**config.mk**
```make
export PLATFORM = sky130hd
export DESIGN_NAME = bmp_palette
export DESIGN_NICKNAME = d
export VERILOG_FILES = /design/src/hw/rtl/bmp_pkg.sv /design/src/hw/rtl/bmp_palette.sv
export SDC_FILE = /design/constraint.sdc
export NUM_CORES = 2
export LEC_CHECK = 0
export BUFFER_PORTS_ARGS = -buffer_cell sky130_fd_sc_hd__buf_4
export CORE_ASPECT_RATIO = 0.75
export CORE_MARGIN = 2
export CORE_UTILIZATION = 40
export DETAILED_ROUTE_END_ITERATION = 8
export RECOVER_POWER = 50
export SLEW_MARGIN = 20
export SYNTH_ARGS = -nofsm -noshare
export SYNTH_HDL_FRONTEND = slang
export SYNTH_SLANG_ARGS = --single-unit
```
**constraint.sdc**
```tcl
create_clock -name clk -period 3.3 [get_ports clk]
set_input_delay 0.495 -clock clk [delete_from_list [all_inputs] [get_ports clk]]
set_output_delay 0.495 -clock clk [all_outputs]
set_load 0.01 [all_outputs]
```
**src/hw/rtl/bmp_pkg.sv**
```systemverilog
// Shared constants, codes and types for the bitmap to RGB565 converter.
package bmp_pkg;

	localparam int MAX_WIDTH  = 2048;
	localparam int MAX_HEIGHT = 2048;
	localparam int PAL_DEPTH  = 256;
	localparam int PAL_AW     = $clog2(PAL_DEPTH);

	localparam int DIM_W = 12;
	localparam int CRD_W = 11;
	localparam int COL_W = 16;

	localparam logic [1:0] REG_DEPTH_MODE   = 2'd0;
	localparam logic [1:0] REG_IMAGE_WIDTH  = 2'd1;
	localparam logic [1:0] REG_IMAGE_HEIGHT = 2'd2;

	localparam logic [1:0] MODE_24   = 2'd0;
	localparam logic [1:0] MODE_8    = 2'd1;
	localparam logic [1:0] MODE_4    = 2'd2;
	localparam logic [1:0] MODE_NONE = 2'd3;

	localparam logic KIND_PALETTE = 1'b0;
	localparam logic KIND_DATA    = 1'b1;

	typedef struct packed {
		logic             valid;
		logic             two;
		logic             use_pal;
		logic             ok0;
		logic [COL_W-1:0] direct;
		logic [CRD_W-1:0] col;
		logic [CRD_W-1:0] row;
		logic             done0;
		logic             done1;
	} s1_t;

	typedef struct packed {
		logic [COL_W-1:0] color;
		logic [CRD_W-1:0] col;
		logic [CRD_W-1:0] row;
		logic             last;
		logic             done;
	} res_t;

	function automatic logic [COL_W-1:0] pack565(input logic [7:0] r, input logic [7:0] g,
			input logic [7:0] b);
		pack565 = {r[7:3], g[7:2], b[7:3]};
	endfunction

endpackage

```
**src/hw/rtl/bmp_palette.sv**
```systemverilog
// Palette memory: one write port, two registered read ports.
module bmp_palette (
	input  logic                         clk,
	input  logic                         we,
	input  logic [bmp_pkg::PAL_AW-1:0]   waddr,
	input  logic [bmp_pkg::COL_W-1:0]    wdata,
	input  logic                         re,
	input  logic [bmp_pkg::PAL_AW-1:0]   raddr0,
	input  logic [bmp_pkg::PAL_AW-1:0]   raddr1,
	output logic [bmp_pkg::COL_W-1:0]    rdata0,
	output logic [bmp_pkg::COL_W-1:0]    rdata1
);
	import bmp_pkg::*;

	logic [COL_W-1:0] mem [PAL_DEPTH];

	always_ff @(posedge clk) begin
		if (we) begin
			mem[waddr] <= wdata;
		end
	end

	always_ff @(posedge clk) begin
		if (re) begin
			rdata0 <= mem[raddr0];
			rdata1 <= mem[raddr1];
		end
	end

endmodule

```
Word-level counts from Yosys, hierarchy flattened:

Memories as Yosys holds them, arrays and structs flattened. A register that Yosys moved wholly into a read port is not among the register bits.
Cells that the tools add are included.

* muxes and demuxes: 2

Operators by type and width (count)
* 2-to-1 mux 1 bit: 2

* register bits: 0
* memory bits (writable): 4096
* output and inout bits: 32
* memories kept: 1

Memories
* mem: words 256, bits a word 16, rd ports 2, clocked after memory_dff 2, wr ports 1, RTL line bmp_palette.sv:15 `logic [COL_W-1:0] mem [PAL_DEPTH];`

Longest topological paths before layout:

* depth after elaboration: 2
* gate-level depth with buffers: 13

Least setup slack after synthesis:

Ideal clock, no wire load.

* path kind: input port to flip-flop
* from: input raddr1[0] in the netlist's numbering
* to: register rdata1[10] in the netlist's numbering (read register of mem) (data pin)
* stages on the path: 8
* slack: 0.400 ns
* library setup time: 0.267 ns
* data required time: 3.033 ns
* data arrival time: 2.633 ns
* cells stage by stage: buf_4 > buf_1 > mux4_2 > mux4_2 > a22oi_1 > nand2_1 > o31ai_1 > nor3_1

RTL lines
* from (decl): RTL line bmp_palette.sv:9 `input logic [bmp_pkg::PAL_AW-1:0] raddr1,`
* to (decl): RTL line bmp_palette.sv:11 `output logic [bmp_pkg::COL_W-1:0] rdata1`

Worst setup path after layout:

* from: input wdata[2] in the netlist's numbering
* to: memory mem[182][2] (data pin)

RTL lines
* from (decl): RTL line bmp_palette.sv:6 `input logic [bmp_pkg::COL_W-1:0] wdata,`
* to (decl): RTL line bmp_palette.sv:15

No word-level cell before the write port.

==> flow_summary.toml <==
[pwr]
p_comb_share_pct = 10.0
p_total_mw = 117.4
irDropWorstVdd_uv = 433.3
p_sw_share_pct = 24.38
p_sw_mw = 28.63
pwr_density_cell_mw_per_mm2 = 518.7
p_clk_share_pct = 40.5
seqPwrFrac_pct = 49.5
p_leak_nw = 74.42
p_int_mw = 88.80

[place]
numPortBuffers = 74
gp_routability_congestion = 0.9941
dp_hpwl_um = 494400

[clocking]
h-tree-depth = 5
cts-root-buf = "clkbuf_16"
cts_tree = "done"
cts_buffer_depth = 4
postCtsSetupRepairBufs = 0
clk_latency_ns = 1.06
cts_sinks = 4128
cts_made_buffers = 412
cts.clk_slew.worst_paths_ns = 0.06

[global_routing]
antenna_found_initial = 71
grt_pass1_wl_um = 986000
grt_max_degree = 102
grt_overflow = 0
first_global_vias = 119100
track_usage_pct = 29.22

[synthesis]
yosysMostFrequentCell = "edfxtp_1"
syn-num-nets = 10180
synth_cell_types = 58
postSynthCellCount = 10140
synthArstFlopShare_pct = 0
netlist_top_cells_count = "edfxtp_1 (4,128), mux4_2 (1,688), mux2i_1 (1,021), o221ai_1 (418), clkbuf_1 (382)"
ys_seq_elements = 4128
synth_top_area_share_pct = 64.59
synth_edf_count = 4128
synthTopCellsByArea = "edfxtp_1 (65%), mux4_2 (20%), mux2i_1 (5.3%), o221ai_1 (1.9%), o22ai_1 (0.92%)"
yosysTopAreaCell = "edfxtp_1"
synth_warnings = 0
synth_ff_type = "edfxtp_1"
seq_area_frac_synth_pct = 64.59
synth.avg_cell_area_um2 = 18.94
syn_area_mm2 = 0.1919

[sta]
rsz0062_at_grt = "false"
timing.final.crit_share_pct = 101.8
period_minus_slack_ns = 3.358
fmax_mhz = 297.8
slew_headroom_pct = -149.3
setup-violations-final = 49
holdWs_ns = 0.1181
layout_setup_ws_ns = -0.05833
clock_skew_ns = 0.04893
final-hold-violation-count = 0
drv_slew = 1523
worstMarginPinSlew_ns = 3.740

[detailed_routing]
vias = 122000
antenna_left = 0
drc = 0
wire_per_inst_um = 39.64
routed_wl_um = 725800
dr.pass1.iters = 8
viasPerCell = 6.664
drtIter0Drc = 19580

[min_path]
hold_class = "input port to flop"
hold_path_end = "mem[174][9]"
min_from = "waddr[2]"
min_path_cells = 3

[setup_path]
cp_num_buf_inv = 2
path_cells = "clkbuf_1 -> buf_4"
cp_data_arrival_time_ns = 4.09
r2r-start = "mem[231][14]"
endpoint_kind = "flop"
timing.rr.end = "rdata0[14]"
critPathTopFamily = "buffers and inverters"
max_stage_delay_ns = 2.52
cp.required_ns = 4.03
slowest_stage = "clkbuf_1"
startpoint_type = "input port"
worst-setup-path-type = "input port to flop"
critPathMaxFanout = 60
r2r_cells = 8
r2r_slack_ns = 0.01

[floorplan]
num_rows = 220
die-width_um = 803.8
start_util_pct = 40.11
pin_count = 75
die_y_um = 603.9
coreArea_mm2 = 0.4784
fp.dieArea_mm2 = 0.4854

[outcome]
violations = "capacitance limit, slew limit, setup timing"
status = "finished, violations left"

[run]
maxCapViolations = 34

[finish]
num-nets-final = 11630
area_growth_pct = 17.98
final_layout_size_suffix_gt1_share_pct = 36.36
-- cell families (layout without fill, tap and decap cells) --
family | after synthesis | count (layout) | synth area share, %
other | 0 | 57 | 0
flip-flops | 4128 | 4128 | 64.59
AND/OR/NAND/NOR | 1028 | 1028 | 2.423
AO/OA/AOI/OAI | 1414 | 1414 | 5.387
buffers and inverters | 856 | 2646 | 2.462
multiplexers | 2709 | 2709 | 25.14
-- sequential cells by signal (all words and copies together), names as in the netlist --
name / flops
rdata1: 16
rdata0: 16
mem: 4096
-- cell usage in the layout (no fill, tap or decap), drive strengths merged, types with 83 or more instances in the layout --
cell,instances
a21oi,210
a22oi,119
buf,1761
clkbuf,597
clkinv,204
edfxtp,4128
mux2i,1021
mux4,1688
nand2,257
nand3,83
nor2,355
nor3,185
o221ai,418
o22ai,284
-- layout make-up --
class,instances,area [um2]
flip-flops and latches,4128,124000
fillers,39600,252000
well taps,6327,7916
inverters,6,41.29
multi-input cells,5151,63990
clock inverters,270,2621
clock buffers,479,10650
repair buffers,1891,17090
diodes,57,142.6
-- metrics by stage --
step | worst slack (ns) | instances | TNS (ns) | util (%) | cell area, um2
floorplan | 0.4004 | 10140 | 0 | - | 191900
global placement | -1.686 | 17490 | -25.38 | 44.61 | 213400
detailed placement | -1.302 | 17490 | -22.08 | 44.62 | 213500
CTS | 0.03762 | 18250 | 0 | 47.42 | 226900
global route | 0.003396 | 18290 | 0 | 47.31 | 226400
finish | -0.05833 | 18310 | -1.727 | 47.33 | 226400
-- routing by layer --
metal	up-vias	GRT usage, %	share of wire, %
li1	47000	-	-
met1	64820	41.19	38
met2	8923	40.50	41
met3	1222	12.24	16
met4	42	10.22	4.2
met5	-	1.215	0.15
-- what timing repair did --
action | 4_1_cts | 5_1_grt
endpoints found under the hold margin | 175 | 0
endpoints found under the setup margin | 7 | 7
hold buffers | 9 | 0
pin swaps | 0 | 0
resized for setup | 7 | 8
-- worst max-delay path by stage --
stage                              to        from  slack (ns)  cells past startpoint
after CTS                   rdata0[9]  mem[27][9]        0.04                      9
after detailed placement    rdata0[8]   raddr0[0]       -1.30                     12
final                     mem[182][2]    wdata[2]       -0.06                      2
after global routing        rdata0[2]   raddr0[0]       0.003                     14
after global placement      rdata0[5]   raddr0[0]       -1.69                     11
after floorplan            rdata1[10]   raddr1[0]        0.40                      8
-- power by group through the flow --
| stage | clock network [mW] | logic, mW | registers, mW |
|---|---|---|---|
| after global routing | 49.8 | 12.0 | 58.1 |
| after CTS | 47.8 | 11.4 | 58.1 |
| final | 47.6 | 11.7 | 58.1 |
| after floorplan | 0 | 5.38 | 59.1 |
| after global placement | 0 | 11.2 | 59.2 |
| after detailed placement | 0 | 11.4 | 59.2 |
(Power assumes the default switching activity.)
