[config.mk]
export PLATFORM = sky130hd
export DESIGN_NAME = bmp_obuf
export DESIGN_NICKNAME = d
export VERILOG_FILES = /design/src/hw/rtl/bmp_pkg.sv /design/src/hw/rtl/bmp_obuf.sv
export SDC_FILE = /design/constraint.sdc
export NUM_CORES = 1
export LEC_CHECK = 0
export BUFFER_PORTS_ARGS = -buffer_cell sky130_fd_sc_hd__buf_4
export CAP_MARGIN = 20
export CORE_AREA = 2 2 83 85
export CTS_BUF_LIST = sky130_fd_sc_hd__clkbuf_2 sky130_fd_sc_hd__clkbuf_4 sky130_fd_sc_hd__clkbuf_8
export DETAILED_ROUTE_END_ITERATION = 10
export DIE_AREA = 0 0 85 87
export GPL_TIMING_DRIVEN = 0
export HOLD_SLACK_MARGIN = 0.15
export PLACE_DENSITY = 0.84
export SLEW_MARGIN = 25
export SYNTH_ARGS = -nofsm -noshare
export SYNTH_HDL_FRONTEND = slang
export SYNTH_SLANG_ARGS = --single-unit
[constraint.sdc]
create_clock -name clk -period 7.69 [get_ports clk]
set_input_delay 0 -clock clk [delete_from_list [all_inputs] [get_ports clk]]
set_output_delay 0 -clock clk [all_outputs]
set_load 0.1 [all_outputs]
[src/hw/rtl/bmp_pkg.sv]
// Shared constants, codes and types for the bitmap to RGB565 converter.
package bmp_pkg;

	localparam int MAX_WIDTH  = 2048;
	localparam int MAX_HEIGHT = 2048;
	localparam int PAL_DEPTH  = 256;
	localparam int PAL_AW     = $clog2(PAL_DEPTH);

	localparam int DIM_W = 12;
	localparam int CRD_W = 11;
	localparam int COL_W = 16;

	localparam logic [1:0] REG_DEPTH_MODE   = 2'd0;
	localparam logic [1:0] REG_IMAGE_WIDTH  = 2'd1;
	localparam logic [1:0] REG_IMAGE_HEIGHT = 2'd2;

	localparam logic [1:0] MODE_24   = 2'd0;
	localparam logic [1:0] MODE_8    = 2'd1;
	localparam logic [1:0] MODE_4    = 2'd2;
	localparam logic [1:0] MODE_NONE = 2'd3;

	localparam logic KIND_PALETTE = 1'b0;
	localparam logic KIND_DATA    = 1'b1;

	typedef struct packed {
		logic             valid;
		logic             two;
		logic             use_pal;
		logic             ok0;
		logic [COL_W-1:0] direct;
		logic [CRD_W-1:0] col;
		logic [CRD_W-1:0] row;
		logic             done0;
		logic             done1;
	} s1_t;

	typedef struct packed {
		logic [COL_W-1:0] color;
		logic [CRD_W-1:0] col;
		logic [CRD_W-1:0] row;
		logic             last;
		logic             done;
	} res_t;

	function automatic logic [COL_W-1:0] pack565(input logic [7:0] r, input logic [7:0] g,
			input logic [7:0] b);
		pack565 = {r[7:3], g[7:2], b[7:3]};
	endfunction

endpackage

[src/hw/rtl/bmp_obuf.sv]
// Output buffer: two result slots, drained one word per handshake.
module bmp_obuf (
	input  logic                       clk,
	input  logic                       arst_n,
	input  bmp_pkg::s1_t               s1,
	input  logic [bmp_pkg::COL_W-1:0]  rdata0,
	input  logic [bmp_pkg::COL_W-1:0]  rdata1,
	input  logic                       out_stall,
	output logic                       load_ok,
	output logic                       out_valid,
	output bmp_pkg::res_t              res
);
	import bmp_pkg::*;

	logic [1:0] cnt_q;
	res_t       r0_q;
	res_t       r1_q;
	res_t       n0;
	res_t       n1;
	logic       pop;
	logic       load;

	assign out_valid = cnt_q != 2'd0;
	assign pop       = out_valid && !out_stall;
	assign load_ok   = (cnt_q == 2'd0) || ((cnt_q == 2'd1) && pop);
	assign load      = s1.valid && load_ok;

	always_comb begin
		n0.color = s1.use_pal ? (s1.ok0 ? rdata0 : '0) : s1.direct;
		n0.col   = s1.col;
		n0.row   = s1.row;
		n0.last  = !s1.two;
		n0.done  = s1.done0;
		n1.color = rdata1;
		n1.col   = s1.col + CRD_W'(1);
		n1.row   = s1.row;
		n1.last  = 1'b1;
		n1.done  = s1.done1;
	end

	always_ff @(posedge clk or negedge arst_n) begin
		if (!arst_n) begin
			cnt_q <= 2'd0;
		end else if (load) begin
			cnt_q <= s1.two ? 2'd2 : 2'd1;
		end else if (pop) begin
			cnt_q <= cnt_q - 2'd1;
		end
	end

	always_ff @(posedge clk) begin
		if (load) begin
			r0_q <= n0;
			r1_q <= n1;
		end else if (pop && cnt_q == 2'd2) begin
			r0_q <= r1_q;
		end
	end

	assign res = r0_q;

endmodule
; ---- Word-level counts from Yosys, hierarchy flattened
; Cells that the tools add are included.
[totals]
reg_bits = 81
output_inout_bits = 42
inputBits = 79
wordCells = 32
[op_classes]
mux = 7
n_eq_ne = 2
n_reduce_logical = 11
add_sub_neg = 2
[op_table]
columns = op, n
row1 = two-way mux 40 bit, 2
row2 = two-way mux 16 bit, 2
row3 = "adder 11 x 1 -> 11 bit, second input constant", 1
row4 = two-way mux 2 bit, 3
row5 = nonzero test 2 bit, 3
row6 = logical AND 1 bit, 4
row7 = "== test 2 x 1 -> 1 bit, second input constant", 1
row8 = "== test 2 bit, second input constant", 1
row9 = zero test 1 bit, 2
row10 = zero test 2 bit, 1
row11 = "subtractor 2 x 1 -> 2 bit, second input constant", 1
row12 = logical OR 1 bit, 1

; ---- Longest topological paths before layout
[logic_depth]
ltp_word = 6
depth_mapped = 7
ltp_nobuf = 6

; ---- Worst setup path before layout
; No wires, ideal clock.
[synth_path]
path_type = reg2reg
startpoint = register cnt_q[0]
endpoint = register r0_q, in the netlist res[0] (enable)
setup_time_ps = 531
path_stages_with_launch = 6
path_buffers = 1
setup_slack_ps = 5264
t_arrival_ps = 1895
required_time_ps = 7159
synth_period_minus_slack_ps = 2426
path_cell_list = dfrtp_1 inv_1 ha_1 o21ai_4 buf_4 nand2_1
[synth_via]
elab_chain_len = 6
word_cells_on_any_way = 10
cone_classes = 2 x eq/ne / 8 x reduce/logical
[synth_rtl]
columns = item, line
row1 = from (decl), bmp_obuf.sv:15  ; logic [1:0] cnt_q;
row2 = from (signal assigned), bmp_obuf.sv:45  ; cnt_q <= s1.two ? 2'd2 : 2'd1;
row3 = from (signal assigned), bmp_obuf.sv:47  ; cnt_q <= cnt_q - 2'd1;
row4 = nonzero test 2 bit, bmp_obuf.sv:23  ; assign out_valid = cnt_q != 2'd0;
row5 = logical AND 1 bit, bmp_obuf.sv:24  ; assign pop = out_valid && !out_stall;
row6 = logical AND 1 bit, bmp_obuf.sv:25  ; assign load_ok = (cnt_q == 2'd0) || ((cnt_q == 2'd1) && pop);
row7 = logical OR 1 bit, bmp_obuf.sv:25
row8 = logical AND 1 bit, bmp_obuf.sv:26  ; assign load = s1.valid && load_ok;
row9 = nonzero test 2 bit (no source line) (*), -
row10 = to (signal assigned), bmp_obuf.sv:53  ; r0_q <= n0;
row11 = to (signal assigned), bmp_obuf.sv:56  ; r0_q <= r1_q;
row12 = to (decl), bmp_obuf.sv:16  ; res_t r0_q;
; Mark *: on every way between the ends. The rest lies on a longest branch, timed or not.
; A chain may end at the register's enable or synchronous reset.

; ---- Final worst setup path
[layout_path]
startpoint = register cnt_q[0]
endpoint = register r0_q, in the netlist res[33] (enable)
; The elaborated chain is that of the path after synthesis.

==> impl_results.md <==
* Count of endpoints failing setup in the final report at 0
* Clock-pin transition on the worst setup and hold timing paths at 0.08 ns
* DRC violations left at 0
* Routed wire length at 9230 um
* Detailed-placement wirelength estimate at 4940 um
* Critical path type: flop to flop
* H-Tree Level Count at 3
* Timing startpoint of the critical path: cnt_q[0]$_DFFE_PN0P_
* Routed len/inst at 18.0 um
* #FFs+latches synth at 81
* Initial core utilization at 0.524
* TNS Setup at 0 ns
* Share of synthesized cell area in and, or, nand and nor gates at 0.0603
* Post-cts resize count at 0
* Initial antenna violation count at 0
* Number of nets in the synthesized netlist at 298
* RSZ-0062 raised after global routing: no
* CTS sink count at 81
* Worst relative slew slack at 0.621
* Synth warnings at 0
* Overall die width at 85 um
* Max Clk Rate at 429 MHz
* Number of CTS-inserted buffers at 9
* Largest net degree at the start of global routing at 49
* Fraction of the mapped netlist area in adder cells at 0.0145
* CP Capture Type: flop
* Vias at 2,624
* Num ports at 121
* Final hold vios at 0
* Die Footprint at 7400 sq um
* XOR/XNOR Fraction of Synth Area at 0.0254
* Mux contribution to synthesized area at 0.125
* Number of buffers added for setup after CTS at 0
* Worst slew pin tran at 0.567 ns
* Fraction of final layout cells with drive strength greater than 1 at 0.393
* Compound-cell area share of the yosys netlist at 0.0338
* Input/output buffers at 120
* Maximum fanout count along the critical path at 21
* Startpoint class of the critical path: flop
* Sequential cell area at 2420 sq um
* Post-route non-filler standard cell count at 513
* CP Data Arrival Time at 2.43 ns
* Via-per-instance ratio at 5.12
* Clock tree from TritonCTS: built
* Clock root cell: sky130_fd_sc_hd__clkbuf_8
* Clock latency reported for the late side of the worst-skew pair at 0.35 ns
* Total power divided by cell area at 379 nW/um^2
* Time the worst path needs with I/O delays and setup at 2.33 ns
* Y dimension of the die at 87 um
* R2r worst-path depth at 6
* Highest-count cells in the layout ignoring fill and taps: sky130_fd_sc_hd__buf_4, sky130_fd_sc_hd__dlygate4sd3_1, sky130_fd_sc_hd__edfxtp_1
* First-pass iteration count of the detailed router at 5
* Dominant combinational cell family by area after synthesis: multiplexers
* Area of the multi-input gates at 896 sq um
* Status: completed
* Sequential share of the synthesized area at 0.703
* Reg-to-reg setup timing slack at 5.36 ns
* Setup clock skew after layout at 0.00938 ns
* Buffer levels on the longest clock path at 2
* Max Slew Vio Count at 0
* Maximum ir drop on the vdd rail at 0.000379 V
* Max-cap check violation count at 0
* Path class of the lowest-slack min-delay path: input port to flop
* Gate count of the mapped netlist at 215
* Wire length of the first global-routing pass at 14,200 um
* Leading cell type in the layout, fill and taps excluded: sky130_fd_sc_hd__buf_4
* Count of unique library cells instantiated by Yosys at 28
* Post-synthesis instance area at 3440 sq um
* Hold Buf Count CTS at 82
* Critical R2R Capture: res[33]$_DFFE_PP_
* Core outline area at 6570 sq um
* Violation count after the first detailed-routing iteration at 96
* Area overhead of the layout relative to synthesis at 59.1%
* Startpoint of the worst register-to-register path: cnt_q[0]$_DFFE_PN0P_
* Static Leakage at 2.23 nW
* Number of filler cells placed in the layout at 341
* Period Utilization, post-route at 0.303
* Remaining Overflow, GRT at 0
* Diode count at 0
* Nets at 512
* Mapped Avg Cell Area at 16.0 sq um
* Crit path to: res[33]$_DFFE_PP_
* Total Routing Usage GR at 0.260
* Number of cells in the design after placement at 416
* Antenna violation net count after detailed routing at 0
* Cell row count at 30
* Via count of the first global-routing pass at 2,850
* Required time of the critical path at 7.79 ns
* Routability-driven placement congestion ratio at 0.738
## critical path: stages, from the launching register on
cell                      delay [ns]
sky130_fd_sc_hd__dfrtp_1        0.39
sky130_fd_sc_hd__inv_1          0.08
sky130_fd_sc_hd__ha_1           0.28
sky130_fd_sc_hd__o21ai_4        0.39
sky130_fd_sc_hd__buf_4          0.27
sky130_fd_sc_hd__nand2_2        0.36
sky130_fd_sc_hd__buf_16         0.31
## per-layer routing
layer	global-route usage	share of wire	vias up
met5	0	0	-
met4	0.0952	0.025	0
met3	0.0900	0.074	20
met2	0.471	0.53	124
met1	0.282	0.37	1265
li1	-	-	1215
## layout make-up
type | instances | share of cell area
sequential | 81 | 0.442
buffer | 6 | 0.00822
multi-input combinational | 107 | 0.163
clock buffer | 9 | 0.0226
clock inverter | 6 | 0.0110
inverter | 21 | 0.0153
tap | 80 | 0.0183
timing repair buffer | 203 | 0.319
## cell usage after synthesis, drive strengths merged
library cell,number,share of area
or2,1,0.0018
ha,4,0.015
and3,2,0.0036
nand3,4,0.0058
nand4,4,0.0073
a21oi,15,0.022
and4,1,0.0025
inv,21,0.024
and2,1,0.0018
mux2i,15,0.044
edfxtp,79,0.69
nor2b,11,0.022
clkbuf,2,0.0022
and2b,5,0.011
buf,4,0.011
a21boi,1,0.0022
mux2,25,0.082
nor2,1,0.0011
dfrtp,2,0.015
xnor2,9,0.023
nand2,3,0.0033
o211ai,1,0.0022
xor2,1,0.0025
o21ai,3,0.0076
## power by group
part	switching (W)	internal, W	total (W)
clock network	0.000150	0.000146	0.000297
registers	0.0000391	0.000668	0.000707
logic	0.000803	0.000271	0.00107
## state kept, by name, indices dropped and copies added (netlist names)
signal,cells
r1_q,39
res,40
cnt_q,2
## cell families after synthesis
kind of cell / Yosys count
xor+xnor: 10
mux: 40
simple gates: 33
compound gates: 20
buf+inv: 27
flops: 81
fa+ha+maj: 4
## stage by stage
step / setup WS, ns / area (sq um) / hold slack [ns] / utilization / power, W
after floorplan: 5.26 / 3440 / -0.296 / - / 0.00151
after global placement: 4.52 / 4450 / -0.216 / 0.677 / 0.00171
after detailed placement: 5.34 / 4480 / -0.216 / 0.681 / 0.00175
after CTS: 5.32 / 5480 / 0.159 / 0.834 / 0.00208
after global routing: 5.19 / 5480 / 0.160 / 0.834 / 0.00215
final: 5.36 / 5480 / 0.159 / 0.834 / 0.00208
## worst min-delay path by stage
| stage | slack (ns) | cells after the start | from | to |
|---|---|---|---|---|
| finish | 0.16 | 4 | s1[32] | res[32]$_DFFE_PP_ |
| global route | 0.16 | 4 | s1[32] | res[32]$_DFFE_PP_ |
| CTS | 0.16 | 4 | s1[32] | res[32]$_DFFE_PP_ |
| detailed placement | -0.22 | 1 | arst_n | cnt_q[0]$_DFFE_PN0P_ |
| global placement | -0.22 | 1 | arst_n | cnt_q[0]$_DFFE_PN0P_ |
| floorplan | -0.30 | 0 | arst_n | cnt_q[0]$_DFFE_PN0P_ |
(Power assumes the default switching activity.)
